==> src/vsm_pkg.sv <==
package vsm_pkg;

    localparam int VEL_W   = 16;
    localparam int TIME_W  = 32;
    localparam int TO_W    = 16;
    localparam int MAX_W   = 15;
    localparam int PWM_W   = 8;
    localparam int CFG_W   = 16;
    localparam int ADDR_W  = 3;
    localparam int CNT_W   = 4;
    localparam int IN_W    = 64;
    localparam int OP_W    = 2;
    localparam int SRC_W   = 2;
    localparam int BYTE_W  = 8;

    localparam logic [OP_W-1:0] OP_DIRECT = 2'd0;
    localparam logic [OP_W-1:0] OP_FSM    = 2'd1;
    localparam logic [OP_W-1:0] OP_TICK   = 2'd2;

    localparam logic [SRC_W-1:0] SRC_NONE   = 2'd0;
    localparam logic [SRC_W-1:0] SRC_DIRECT = 2'd1;
    localparam logic [SRC_W-1:0] SRC_FSM    = 2'd2;

    localparam logic [ADDR_W-1:0] REG_DIRECT_TIMEOUT = 3'd0;
    localparam logic [ADDR_W-1:0] REG_FSM_TIMEOUT    = 3'd1;
    localparam logic [ADDR_W-1:0] REG_RECENT_TIMEOUT = 3'd2;
    localparam logic [ADDR_W-1:0] REG_LINEAR_MAX     = 3'd3;
    localparam logic [ADDR_W-1:0] REG_ANGULAR_MAX    = 3'd4;
    localparam logic [ADDR_W-1:0] REG_PWM_LIMIT      = 3'd5;
    localparam logic [ADDR_W-1:0] REG_ALLOW_REVERSE  = 3'd6;
    localparam logic [ADDR_W-1:0] REG_ANGULAR_FIRST  = 3'd7;

    localparam logic [TO_W-1:0]  RST_DIRECT_TIMEOUT = 16'd250;
    localparam logic [TO_W-1:0]  RST_FSM_TIMEOUT    = 16'd250;
    localparam logic [TO_W-1:0]  RST_RECENT_TIMEOUT = 16'd500;
    localparam logic [MAX_W-1:0] RST_LINEAR_MAX     = 15'd1229;
    localparam logic [MAX_W-1:0] RST_ANGULAR_MAX    = 15'd6144;
    localparam logic [PWM_W-1:0] RST_PWM_LIMIT      = 8'd127;

    localparam logic [BYTE_W-1:0] CH_BANG  = 8'h21;
    localparam logic [BYTE_W-1:0] CH_CR    = 8'h0D;
    localparam logic [BYTE_W-1:0] CH_ANG_P = 8'h41;
    localparam logic [BYTE_W-1:0] CH_ANG_N = 8'h61;
    localparam logic [BYTE_W-1:0] CH_LIN_P = 8'h42;
    localparam logic [BYTE_W-1:0] CH_LIN_N = 8'h62;
    localparam logic [BYTE_W-1:0] CH_ZERO  = 8'h30;
    localparam logic [BYTE_W-1:0] CH_HEX_A = 8'h37;

    localparam logic [CNT_W-1:0] DIV_LAST  = 4'd7;
    localparam logic [CNT_W-1:0] BYTE_LAST = 4'd9;
    localparam logic [CNT_W-1:0] CMD_LEN   = 4'd5;

    typedef struct packed {
        logic             accept;
        logic             diff;
        logic             eval;
        logic             prep;
        logic             mul;
        logic             div_step;
        logic             store;
        logic             sel_ang;
        logic             load_out;
        logic [CNT_W-1:0] byte_idx;
    } vsm_cmd_t;

    typedef struct packed {
        logic emit;
        logic out_free;
    } vsm_stat_t;

    function automatic logic [BYTE_W-1:0] hex_char(input logic [3:0] d);
        logic [BYTE_W-1:0] c;
        if (d < 4'd10)
        begin
            c = CH_ZERO + {4'b0, d};
        end
        else
        begin
            c = CH_HEX_A + {4'b0, d};
        end
        return c;
    endfunction

    function automatic logic [BYTE_W-1:0] cmd_byte(
        input logic [CNT_W-1:0] idx,
        input logic             ang_first,
        input logic [PWM_W-1:0] lin_mag,
        input logic             lin_neg,
        input logic [PWM_W-1:0] ang_mag,
        input logic             ang_neg
    );
        logic             second;
        logic             use_ang;
        logic [CNT_W-1:0] pos;
        logic [PWM_W-1:0] mag;
        logic [BYTE_W-1:0] prefix;
        logic [BYTE_W-1:0] b;
        second  = (idx >= CMD_LEN);
        pos     = second ? (idx - CMD_LEN) : idx;
        use_ang = ang_first ^ second;
        mag     = use_ang ? ang_mag : lin_mag;
        if (use_ang)
        begin
            prefix = ang_neg ? CH_ANG_N : CH_ANG_P;
        end
        else
        begin
            prefix = lin_neg ? CH_LIN_N : CH_LIN_P;
        end
        case (pos)
            4'd0:    b = CH_BANG;
            4'd1:    b = prefix;
            4'd2:    b = hex_char(mag[7:4]);
            4'd3:    b = hex_char(mag[3:0]);
            4'd4:    b = CH_CR;
            default: b = CH_CR;
        endcase
        return b;
    endfunction

endpackage

==> src/velocity_source_mux_pwm_command.sv <==
// Velocity source selector with PWM motor command encoder.
// Input stream (s_*): one transaction per event. s_tuser is the operation:
// direct command, state machine command or control tick. Command transactions
// update their source slot and produce nothing.
// A tick picks the direct slot if fresh, else the state machine slot if fresh,
// else sends one stop command; it produces ten ASCII bytes on the output
// stream (m_*), two commands "!<A|a|B|b><hex><hex>CR", m_tlast on the tenth.
// A tick that only repeats a stop produces nothing.
// A tick that produces bytes first selects and scales (two passes of a
// multiply and an 8-step restoring divider) and then loads the output
// register, one byte per cycle while the receiver does not stall.
// s_tready is low while a tick is in work; when the receiver stalls, the
// output register holds its byte and the sequencer waits.
// Configuration is written through cfg_we/cfg_addr/cfg_wdata; the user must
// write it only while idle, which the block itself does not enforce.
// Reset loads the default register values, clears both slots and the stop
// flag, and empties the output register.
module velocity_source_mux_pwm_command
    import vsm_pkg::*;
(
    input  logic              clk,
    input  logic              rst_n,
    input  logic              cfg_we,
    input  logic [ADDR_W-1:0] cfg_addr,
    input  logic [CFG_W-1:0]  cfg_wdata,
    input  logic              s_tvalid,
    output logic              s_tready,
    input  logic [IN_W-1:0]   s_tdata,   // lin_vel, ang_vel, now_ms
    input  logic [OP_W-1:0]   s_tuser,   // operation
    output logic              m_tvalid,
    input  logic              m_tready,
    output logic [BYTE_W-1:0] m_tdata,   // tx_byte
    output logic              m_tlast,
    output logic [SRC_W-1:0]  m_tuser    // active_source
);

    vsm_cmd_t  cmd;
    vsm_stat_t stat;

    vsm_ctrl u_ctrl (
        .clk      (clk),
        .rst_n    (rst_n),
        .s_tvalid (s_tvalid),
        .s_tuser  (s_tuser),
        .s_tready (s_tready),
        .stat     (stat),
        .cmd      (cmd)
    );

    vsm_datapath u_datapath (
        .clk       (clk),
        .rst_n     (rst_n),
        .cfg_we    (cfg_we),
        .cfg_addr  (cfg_addr),
        .cfg_wdata (cfg_wdata),
        .s_tdata   (s_tdata),
        .s_tuser   (s_tuser),
        .m_tready  (m_tready),
        .m_tvalid  (m_tvalid),
        .m_tdata   (m_tdata),
        .m_tlast   (m_tlast),
        .m_tuser   (m_tuser),
        .cmd       (cmd),
        .stat      (stat)
    );

endmodule

==> src/vsm_ctrl.sv <==
module vsm_ctrl
    import vsm_pkg::*;
(
    input  logic            clk,
    input  logic            rst_n,
    input  logic            s_tvalid,
    input  logic [OP_W-1:0] s_tuser,
    output logic            s_tready,
    input  vsm_stat_t       stat,
    output vsm_cmd_t        cmd
);

    localparam logic [2:0] S_IDLE  = 3'd0;
    localparam logic [2:0] S_DIFF  = 3'd1;
    localparam logic [2:0] S_EVAL  = 3'd2;
    localparam logic [2:0] S_PREP  = 3'd3;
    localparam logic [2:0] S_MUL   = 3'd4;
    localparam logic [2:0] S_DIV   = 3'd5;
    localparam logic [2:0] S_STORE = 3'd6;
    localparam logic [2:0] S_SEND  = 3'd7;

    logic [2:0]       state_reg, state_next;
    logic [CNT_W-1:0] cnt_reg, cnt_next;
    logic             sel_ang_reg, sel_ang_next;
    logic             accept;

    assign s_tready = (state_reg == S_IDLE);
    assign accept   = s_tvalid && s_tready;

    always_comb
    begin
        state_next   = state_reg;
        cnt_next     = cnt_reg;
        sel_ang_next = sel_ang_reg;
        cmd          = '0;
        cmd.sel_ang  = sel_ang_reg;
        cmd.byte_idx = cnt_reg;
        case (state_reg)
            S_IDLE:
            begin
                cmd.accept = accept;
                if (accept && (s_tuser == OP_TICK))
                begin
                    state_next = S_DIFF;
                end
            end
            S_DIFF:
            begin
                cmd.diff   = 1'b1;
                state_next = S_EVAL;
            end
            S_EVAL:
            begin
                cmd.eval     = 1'b1;
                sel_ang_next = 1'b0;
                state_next   = stat.emit ? S_PREP : S_IDLE;
            end
            S_PREP:
            begin
                cmd.prep   = 1'b1;
                state_next = S_MUL;
            end
            S_MUL:
            begin
                cmd.mul    = 1'b1;
                cnt_next   = '0;
                state_next = S_DIV;
            end
            S_DIV:
            begin
                cmd.div_step = 1'b1;
                cnt_next     = cnt_reg + 4'd1;
                if (cnt_reg == DIV_LAST)
                begin
                    state_next = S_STORE;
                end
            end
            S_STORE:
            begin
                cmd.store = 1'b1;
                cnt_next  = '0;
                if (!sel_ang_reg)
                begin
                    sel_ang_next = 1'b1;
                    state_next   = S_PREP;
                end
                else
                begin
                    state_next = S_SEND;
                end
            end
            S_SEND:
            begin
                if (stat.out_free)
                begin
                    cmd.load_out = 1'b1;
                    cnt_next     = cnt_reg + 4'd1;
                    if (cnt_reg == BYTE_LAST)
                    begin
                        state_next = S_IDLE;
                    end
                end
            end
            default:
            begin
                state_next = S_IDLE;
            end
        endcase
    end

    always_ff @(posedge clk or negedge rst_n)
    begin
        if (!rst_n)
        begin
            state_reg   <= S_IDLE;
            cnt_reg     <= '0;
            sel_ang_reg <= 1'b0;
        end
        else
        begin
            state_reg   <= state_next;
            cnt_reg     <= cnt_next;
            sel_ang_reg <= sel_ang_next;
        end
    end

endmodule

==> src/vsm_datapath.sv <==
module vsm_datapath
    import vsm_pkg::*;
(
    input  logic              clk,
    input  logic              rst_n,
    input  logic              cfg_we,
    input  logic [ADDR_W-1:0] cfg_addr,
    input  logic [CFG_W-1:0]  cfg_wdata,
    input  logic [IN_W-1:0]   s_tdata,
    input  logic [OP_W-1:0]   s_tuser,
    input  logic              m_tready,
    output logic              m_tvalid,
    output logic [BYTE_W-1:0] m_tdata,
    output logic              m_tlast,
    output logic [SRC_W-1:0]  m_tuser,
    input  vsm_cmd_t          cmd,
    output vsm_stat_t         stat
);

    // configuration
    logic [TO_W-1:0]  direct_timeout_reg, fsm_timeout_reg, recent_timeout_reg;
    logic [MAX_W-1:0] linear_max_reg, angular_max_reg;
    logic [PWM_W-1:0] pwm_limit_reg;
    logic             allow_reverse_reg, angular_first_reg;

    // source slots
    logic                    direct_valid_reg, fsm_valid_reg, stop_sent_reg;
    logic signed [VEL_W-1:0] direct_lin_reg, direct_ang_reg, fsm_lin_reg, fsm_ang_reg;
    logic [TIME_W-1:0]       direct_stamp_reg, fsm_stamp_reg, now_reg;
    logic [TIME_W-1:0]       ddiff_reg, fdiff_reg;

    // scaling
    logic [SRC_W-1:0]        src_reg;
    logic signed [VEL_W-1:0] work_lin_reg;
    logic signed [VEL_W:0]   work_ang_reg;
    logic [MAX_W-1:0]        a_reg, m_reg;
    logic                    neg_reg;
    logic [15:0]             rem_reg;
    logic [PWM_W-1:0]        quo_reg;
    logic [PWM_W-1:0]        lin_mag_reg, ang_mag_reg;
    logic                    lin_neg_reg, ang_neg_reg;

    // output register
    logic              out_valid_reg;
    logic [BYTE_W-1:0] out_data_reg;
    logic              out_last_reg;
    logic [SRC_W-1:0]  out_src_reg;

    logic                    d_fresh, f_fresh, dr_fresh, fr_fresh;
    logic [SRC_W-1:0]        src_next;
    logic                    stop_next;
    logic signed [VEL_W-1:0] lin_sel, ang_sel;
    logic signed [VEL_W:0]   v, mm, c, abs_c;
    logic [MAX_W-1:0]        m_sel;
    logic [22:0]             prod;
    logic [23:0]             num;
    logic [15:0]             dvs;
    logic [16:0]             rem2;
    logic                    ge;
    logic [PWM_W-1:0]        mag;

    assign d_fresh  = direct_valid_reg &&
                      ((direct_timeout_reg == '0) || (ddiff_reg <= {16'b0, direct_timeout_reg}));
    assign f_fresh  = fsm_valid_reg &&
                      ((fsm_timeout_reg == '0) || (fdiff_reg <= {16'b0, fsm_timeout_reg}));
    assign dr_fresh = direct_valid_reg && (ddiff_reg <= {16'b0, recent_timeout_reg});
    assign fr_fresh = fsm_valid_reg && (fdiff_reg <= {16'b0, recent_timeout_reg});

    always_comb
    begin
        if (d_fresh)
        begin
            src_next = SRC_DIRECT;
            lin_sel  = direct_lin_reg;
            ang_sel  = direct_ang_reg;
        end
        else if (f_fresh)
        begin
            src_next = SRC_FSM;
            lin_sel  = fsm_lin_reg;
            ang_sel  = fsm_ang_reg;
        end
        else
        begin
            src_next = SRC_NONE;
            lin_sel  = '0;
            ang_sel  = '0;
        end
        if (!allow_reverse_reg && lin_sel[VEL_W-1])
        begin
            lin_sel = '0;
        end
        if (src_next != SRC_NONE)
        begin
            stop_next = 1'b0;
        end
        else if ((recent_timeout_reg != '0) && (dr_fresh || fr_fresh))
        begin
            stop_next = 1'b0;
        end
        else
        begin
            stop_next = 1'b1;
        end
    end

    assign stat.emit     = d_fresh || f_fresh || !stop_sent_reg;
    assign stat.out_free = !out_valid_reg || m_tready;

    // clamp to full scale and take the magnitude
    always_comb
    begin
        v     = cmd.sel_ang ? work_ang_reg : {work_lin_reg[VEL_W-1], work_lin_reg};
        m_sel = cmd.sel_ang ? angular_max_reg : linear_max_reg;
        mm    = $signed({2'b00, m_sel});
        if (v > mm)
        begin
            c = mm;
        end
        else if (v < -mm)
        begin
            c = -mm;
        end
        else
        begin
            c = v;
        end
        abs_c = c[VEL_W] ? -c : c;
    end

    assign prod = {8'b0, a_reg} * {15'b0, pwm_limit_reg};
    assign num  = {prod, 1'b0} + {9'b0, m_reg};
    assign dvs  = {m_reg, 1'b0};
    assign rem2 = {rem_reg, quo_reg[PWM_W-1]};
    assign ge   = (rem2 >= {1'b0, dvs});
    assign mag  = (m_reg == '0) ? '0 : ((quo_reg > pwm_limit_reg) ? pwm_limit_reg : quo_reg);

    always_ff @(posedge clk or negedge rst_n)
    begin
        if (!rst_n)
        begin
            direct_timeout_reg <= RST_DIRECT_TIMEOUT;
            fsm_timeout_reg    <= RST_FSM_TIMEOUT;
            recent_timeout_reg <= RST_RECENT_TIMEOUT;
            linear_max_reg     <= RST_LINEAR_MAX;
            angular_max_reg    <= RST_ANGULAR_MAX;
            pwm_limit_reg      <= RST_PWM_LIMIT;
            allow_reverse_reg  <= 1'b1;
            angular_first_reg  <= 1'b1;
        end
        else if (cfg_we)
        begin
            case (cfg_addr)
                REG_DIRECT_TIMEOUT: direct_timeout_reg <= cfg_wdata;
                REG_FSM_TIMEOUT:    fsm_timeout_reg    <= cfg_wdata;
                REG_RECENT_TIMEOUT: recent_timeout_reg <= cfg_wdata;
                REG_LINEAR_MAX:     linear_max_reg     <= cfg_wdata[MAX_W-1:0];
                REG_ANGULAR_MAX:    angular_max_reg    <= cfg_wdata[MAX_W-1:0];
                REG_PWM_LIMIT:      pwm_limit_reg      <= cfg_wdata[PWM_W-1:0];
                REG_ALLOW_REVERSE:  allow_reverse_reg  <= cfg_wdata[0];
                REG_ANGULAR_FIRST:  angular_first_reg  <= cfg_wdata[0];
                default:            angular_first_reg  <= angular_first_reg;
            endcase
        end
    end

    always_ff @(posedge clk or negedge rst_n)
    begin
        if (!rst_n)
        begin
            direct_valid_reg <= 1'b0;
            direct_lin_reg   <= '0;
            direct_ang_reg   <= '0;
            direct_stamp_reg <= '0;
            fsm_valid_reg    <= 1'b0;
            fsm_lin_reg      <= '0;
            fsm_ang_reg      <= '0;
            fsm_stamp_reg    <= '0;
            stop_sent_reg    <= 1'b0;
            src_reg          <= SRC_NONE;
        end
        else
        begin
            if (cmd.accept && (s_tuser == OP_DIRECT))
            begin
                direct_valid_reg <= 1'b1;
                direct_lin_reg   <= s_tdata[15:0];
                direct_ang_reg   <= s_tdata[31:16];
                direct_stamp_reg <= s_tdata[63:32];
            end
            if (cmd.accept && (s_tuser == OP_FSM))
            begin
                fsm_valid_reg <= 1'b1;
                fsm_lin_reg   <= s_tdata[15:0];
                fsm_ang_reg   <= s_tdata[31:16];
                fsm_stamp_reg <= s_tdata[63:32];
            end
            if (cmd.eval)
            begin
                stop_sent_reg <= stop_next;
                src_reg       <= src_next;
            end
        end
    end

    // payload, no reset
    always_ff @(posedge clk)
    begin
        if (cmd.accept)
        begin
            now_reg <= s_tdata[63:32];
        end
        if (cmd.diff)
        begin
            ddiff_reg <= now_reg - direct_stamp_reg;
            fdiff_reg <= now_reg - fsm_stamp_reg;
        end
        if (cmd.eval)
        begin
            work_lin_reg <= lin_sel;
            work_ang_reg <= -{ang_sel[VEL_W-1], ang_sel};
        end
        if (cmd.prep)
        begin
            a_reg   <= abs_c[MAX_W-1:0];
            neg_reg <= c[VEL_W];
            m_reg   <= m_sel;
        end
        if (cmd.mul)
        begin
            rem_reg <= num[23:8];
            quo_reg <= num[7:0];
        end
        if (cmd.div_step)
        begin
            rem_reg <= ge ? 16'(rem2 - {1'b0, dvs}) : rem2[15:0];
            quo_reg <= {quo_reg[PWM_W-2:0], ge};
        end
        if (cmd.store)
        begin
            if (cmd.sel_ang)
            begin
                ang_mag_reg <= mag;
                ang_neg_reg <= neg_reg && (mag != '0);
            end
            else
            begin
                lin_mag_reg <= mag;
                lin_neg_reg <= neg_reg && (mag != '0);
            end
        end
        if (cmd.load_out)
        begin
            out_data_reg <= cmd_byte(cmd.byte_idx, angular_first_reg,
                                     lin_mag_reg, lin_neg_reg, ang_mag_reg, ang_neg_reg);
            out_last_reg <= (cmd.byte_idx == BYTE_LAST);
            out_src_reg  <= src_reg;
        end
    end

    always_ff @(posedge clk or negedge rst_n)
    begin
        if (!rst_n)
        begin
            out_valid_reg <= 1'b0;
        end
        else if (cmd.load_out)
        begin
            out_valid_reg <= 1'b1;
        end
        else if (m_tready)
        begin
            out_valid_reg <= 1'b0;
        end
    end

    assign m_tvalid = out_valid_reg;
    assign m_tdata  = out_data_reg;
    assign m_tlast  = out_last_reg;
    assign m_tuser  = out_src_reg;

endmodule

==> config.mk <==
export PLATFORM = sky130hd
export DESIGN_NAME = velocity_source_mux_pwm_command
export DESIGN_NICKNAME = d
export VERILOG_FILES = /design/src/vsm_pkg.sv /design/src/velocity_source_mux_pwm_command.sv /design/src/vsm_ctrl.sv /design/src/vsm_datapath.sv
export SDC_FILE = /design/constraint.sdc
export NUM_CORES = 1
export LEC_CHECK = 0
export BUFFER_PORTS_ARGS = -buffer_cell sky130_fd_sc_hd__buf_2
export CAP_MARGIN = 5
export CORE_MARGIN = 2
export CORE_UTILIZATION = 40
export DETAILED_ROUTE_END_ITERATION = 8
export SLEW_MARGIN = 10
export SYNTH_ARGS = -nofsm -noshare
export SYNTH_HDL_FRONTEND = slang
export SYNTH_SLANG_ARGS = --single-unit
==> constraint.sdc <==
create_clock -name clk -period 10.7 [get_ports clk]
set_input_delay 0.535 -clock clk [delete_from_list [all_inputs] [get_ports clk]]
set_output_delay 0.535 -clock clk [all_outputs]
set_load 0.005 [all_outputs]
Word-level counts from Yosys, hierarchy flattened
Cells that the tools add are included.

Multiplexer cells: 49. Add/subtract/negate cells: 13. Bitwise logic cells: 2. Reductions and logical operators: 47. Order comparisons: 11. Equality and inequality tests: 25. Multipliers: 1.

Operator list (count): $le A32 B16 Y1 (4); $mux W16 (7); $mux W8 (8); $sub A32 B32 Y32 (2); $mux W17 (3); $logic_not A16 Y1 (2); $pmux W8 S4 (1); $mux W15 (2); $add A6 B4 Y7 const A (4); $add A24 B15 Y24 (1); $eq A3 B3 Y1 const B (8); $pmux W3 S8 (1); $mul A15 B8 Y23 (1); $reduce_and A2 Y1 (11); $ge A17 B16 Y1 (1); $gt A17 B16 Y1 (1); $lt A17 B17 Y1 (1); $neg A15 Y17 (1); $neg A17 Y17 (1); $reduce_bool A16 Y1 (1); $sub A16 B16 Y16 (1); $logic_not A15 Y1 (1); $mux W3 (5); $neg A15 Y15 (1); 34 further kinds (79).

Bits of input ports: 90. Register bits: 443. Output and inout bits: 13. Word-level logic and storage cells: 187.

Depth between registers and ports, before layout
Depth after elaboration: 7. Mapped depth: 29. Depth with buffers taken out: 27.

Cells and area by module
From an unflattened synthesis, not the netlist that was laid out.

Cells, all modules: 2872. Area, all modules: 29902.4 sq um.

Modules (own cells, without submodules): vsm_datapath (cells each 2812, sequential area each 11965.2 sq um, area an instance 29359.4 sq um, instances 1); vsm_ctrl (cells each 60, sequential area each 200.2 sq um, area an instance 543.0 sq um, instances 1).

Worst setup path after synthesis
OpenSTA, ideal clock, no wires.

Path kind: flip-flop to flip-flop. From: register u_ctrl.sel_ang_reg. To: register u_datapath.a_reg[14], data pin. Data required time: 10.436 ns. Period minus slack after synthesis: 6.095 ns. Path slack: 4.605 ns. Arrival time: 5.832 ns. Buffers on the path: 7. Setup time: 0.264 ns. Stages on the path, launching flop included: 29. Cells stage by stage: dfrtp_1 buf_4 buf_6 buf_2 buf_2 buf_2 mux2i_1 ha_1 o21ai_1 or3_4 nor4_4 and3_1 and3_2 and2_2 ha_1 nand4_1 nor2_1 a31o_2 o31ai_1 mux2i_1 buf_2 buf_2 a211oi_1 a21oi_1 ha_1 nand3_1 nor2_1 a31oi_1 xor2_1.

Cells in the longest elaborated chain, start to end: 7. Elaborated cells between the ends (all ways): 9. Those cells by class: 2 x add/sub; 2 x order compare; 5 x mux.

Ends and longest elaborated chain: start, declared (line vsm_ctrl.sv:24) `logic sel_ang_reg, sel_ang_next;`; start signal, assigned (line vsm_ctrl.sv:123) `sel_ang_reg <= sel_ang_next;`; $mux W15 (line vsm_datapath.sv:114) `m_sel = cmd.sel_ang ? angular_max_reg : linear_max_reg;`; $neg A15 Y17 (line vsm_datapath.sv:120, vsm_datapath.sv:122); $lt A17 B17 Y1 (line vsm_datapath.sv:120) `else if (v < -mm)`; $mux W17 (line vsm_datapath.sv:120); $mux W17 * (line vsm_datapath.sv:116) `if (v > mm)`; $neg A15 Y15 (line vsm_datapath.sv:128) `abs_c = c[VEL_W] ? -c : c;`; $mux W15 * (line vsm_datapath.sv:128); named net u_datapath.abs_c[14] (line vsm_datapath.sv:53) `logic signed [VEL_W:0] v, mm, c, abs_c;`; end signal, assigned (line vsm_datapath.sv:225) `a_reg <= abs_c[MAX_W-1:0];`; end, declared (line vsm_datapath.sv:36) `logic [MAX_W-1:0] a_reg, m_reg;`.

The timed path passes the listed nets; every way through them passes the cells marked *. A chain may end at the register's enable or synchronous reset.

Worst setup path after layout
From: register u_ctrl.sel_ang_reg. To: register u_datapath.a_reg[10], data pin.

Same word-level chain as after synthesis.

==> results list <==
* Result of the run: completed
- Crit path capture type: flop
* Share of post-route cells with drive strength above 1: 0.150
* Cells after Synth: 2,824
- Across the routed clock network, the largest skew measured is 26.8 ps.
* Overflow left after global routing: 0
* Class of the most critical setup path: reg -> reg
- Max_slew headroom: 0.216
* Routed WL: 70.8 mm
- Counting instances, the worst hold path has a depth of 1.
- Summed over all failing endpoints, the final setup total negative slack is 0 ps.
- Dividing the detail-routed via count by the number of cells gives 5.40.
- Share of the clock period used by the worst path after layout: 0.631
- Area share of the largest cell type after synthesis: 0.217
- Once detailed placement completed, the half-perimeter wirelength came to 54.3 mm.
* Yosys warning total: 0
- The min-delay analysis places its worst path in the category in -> reg.
- Total Nets Final: 3,330
- Setup repair after global routing left no endpoint under its margin.
* Chip width: 275 µm
- The endpoint identified for the worst register-to-register timing path is u_datapath.a_reg[10].
* Top-count cell post-synth: inv_1
* Post-synthesis net count: 3,241
* Pin slew with the least headroom to its limit: 1180 ps
- Maximum number of pins on one net before global-route repair: 97
* H-tree Lvls: 2
- Hold Path End: u_datapath.now_reg[10]
- Worst-path cell with the longest stage delay: dfrtp_2
- Number of buffers created by CTS: 50
- For this configuration, the core starts out at a cell density of 0.403.
- The final hold violation count came to 0.
- Delay of the slowest cell on the worst path: 1000 ps
- Routability-driven placement finished with a final weighted congestion of 0.901.
* Drt initial violations: 1,372
- Share of flip-flops with an asynchronous set or reset after synthesis: 0.520
* Die area: 75,400 µm²
- Cell Area, Synth: 29,300 µm²
* Vias in the first global route: 21,600
- The largest total area in the synthesized netlist belongs to edfxtp_1.
- Number of max-slew violations in the final report: 0
- Number of cells on the worst reg-to-reg path: 20
- Maximum number of buffers from clock root to sink: 3
- EDFF count, synth: 212
* Shortest clock period the worst path allows after layout: 6750 ps
- The first global-routing pass estimated 115 mm of wire.
- For the worst-skew pair, the clock arrives at the later sink with an insertion delay of 610 ps.
- Launching point of the worst reg2reg path: u_ctrl.sel_ang_reg
- Yosys reg bits: 442
* Startpoint of the worst hold path: s_tdata[42]
- In this run, post-CTS repair resized a total of 0 instances.
* Antenna-violating nets left: 0
- Overall routing resource usage: 0.189
* Clock tree from TritonCTS: yes
- Clock Pin Slew Worst Setup and Hold Paths: 60 ps
- Maximum capacitance violations: 0
* Total number of vias: 21,200
- The cell sitting at the root of the clock tree is a clkbuf_16.
* Port buffer count: 101
- Core area: 72,700 µm²
* Ranking of synthesized cells by area: edfxtp_1 (22%), dfrtp_1 (17%), ha_1 (10%), mux2_2 (6.1%), fa_1 (5.6%)
- The setup check on the worst reg-to-reg path leaves a slack of 3950 ps.
* Cell-by-cell trace of the critical path: mux2i_1, ha_1, o21ai_1, or3_4, nor4_4, and3_1, and3_2, xnor2_1, ha_1, a21oi_1, o21bai_1, o31ai_1, mux2i_4, buf_4, mux2_2, o22ai_1, nand4_1, nor2_1, a31oi_1, xnor2_1
- At the worst endpoint, the required time is 11,030 ps.
- Synthesis-to-finish area growth: 11.3%
- In this run the core area contains 99 standard-cell rows.
* CTS sink cnt: 442
- Register area share after synthesis: 0.415
- Antenna violations before repair: 0
- Fmax achieved: 148 MHz
- After synthesis, the netlist uses 96 different library cells.
- 1st-pass router iterations: 6
- Top post-synthesis cells by count: inv_1 (285), ha_1 (245), nand2_1 (235)
- Crit path launch type: flop
* Count of endpoints failing setup in the final report: 0
- Total I/O pin count: 103
* Total of hold buffers inserted after clock tree synthesis: 1
- Dominant synthesized flop cell: edfxtp_1
- The average instance in the mapped netlist occupies 10.4 µm².
- Post-CTS repair timing setup buffer count: 0
* Drc violations: 0
- Of all nets on the critical path, the largest fanout is 44.
* Die span in y: 275 µm
- Routed wire per std cell: 18.1 µm
- Data on the critical path arrives at its endpoint at 7080 ps.
==> worst max-delay path, delay by kind of cell, from the launching register on <==
family | cells | cell delay [ps]
buffers and inverters | 1 | 370
xor gates and xnor gates | 2 | 290
AOI/OAI and AO/OA | 6 | 1380
muxes | 3 | 1120
adders and majority gates | 2 | 580
DFF | 1 | 1000
and+or+nand+nor | 6 | 1720
==> kinds of logic after synthesis <==
| kind of cell | synth area share |
|---|---|
| XOR/XNOR | 0.0412 |
| buffers and inverters | 0.0491 |
| AO/OA/AOI/OAI | 0.130 |
| AND/OR/NAND/NOR | 0.126 |
| flip-flops | 0.415 |
| other | 0.000128 |
| multiplexers | 0.0779 |
| adder cells (fa/ha/maj) | 0.161 |
==> layer usage <==
layer | vias up | global-route usage | part of all wire
met3 | 90 | 0.0209 | 0.042
met4 | 0 | 0.0458 | 0.021
li1 | 10200 | - | -
met5 | - | 0 | 0
met2 | 449 | 0.319 | 0.47
met1 | 10500 | 0.260 | 0.46
==> worst max-delay path by stage <==
stage / start / end / slack [ps] / depth (start not counted)
global placement: u_ctrl.sel_ang_reg / u_datapath.a_reg[14] / 4220 / 20
floorplan: u_ctrl.sel_ang_reg / u_datapath.a_reg[14] / 4600 / 28
CTS: u_ctrl.sel_ang_reg / u_datapath.a_reg[10] / 3960 / 20
detailed placement: u_ctrl.sel_ang_reg / u_datapath.a_reg[10] / 4010 / 20
finish: u_ctrl.sel_ang_reg / u_datapath.a_reg[10] / 3950 / 20
global route: u_ctrl.sel_ang_reg / u_datapath.a_reg[10] / 3470 / 20
==> cell usage in the layout (no fill, tap or decap), drive strengths merged, types with 56 or more instances in the layout <==
cell,count
a21o,56
fa,82
o21ai,194
dfrtp,195
inv,291
and2,95
nor2,125
a21oi,161
mux2,160
buf,118
clkbuf,76
ha,245
edfxtp,212
nand2,237
xnor2,88
==> through the flow <==
| stage | std cells | instance area (µm²) | hold WS [ps] | worst slack [ps] | util |
|---|---|---|---|---|---|
| floorplan | 2824 | 29300 | 239 | 4600 | - |
| global placement | 3819 | 30900 | 437 | 4220 | 0.424 |
| detailed placement | 3819 | 30900 | 444 | 4010 | 0.424 |
| CTS | 3914 | 32600 | 89.5 | 3960 | 0.448 |
| global route | 3914 | 32600 | 108 | 3470 | 0.448 |
| finish | 3917 | 32600 | 132 | 3950 | 0.448 |
==> layout make-up <==
| cell class | instances | area, µm² |
|---|---|---|
| Clock inverter | 18 | 249 |
| Inverter | 289 | 1080 |
| Multi-Input combinational cell | 2011 | 15800 |
| Tap cell | 959 | 1200 |
| Fill cell | 6767 | 40100 |
| Timing Repair Buffer | 119 | 653 |
| Sequential cell | 442 | 12200 |
| Antenna cell | 3 | 7.51 |
| Clock buffer | 76 | 1490 |
Power is not shown: default switching activity piles up to over one toggle a cycle in this logic, so the estimate is an artifact.
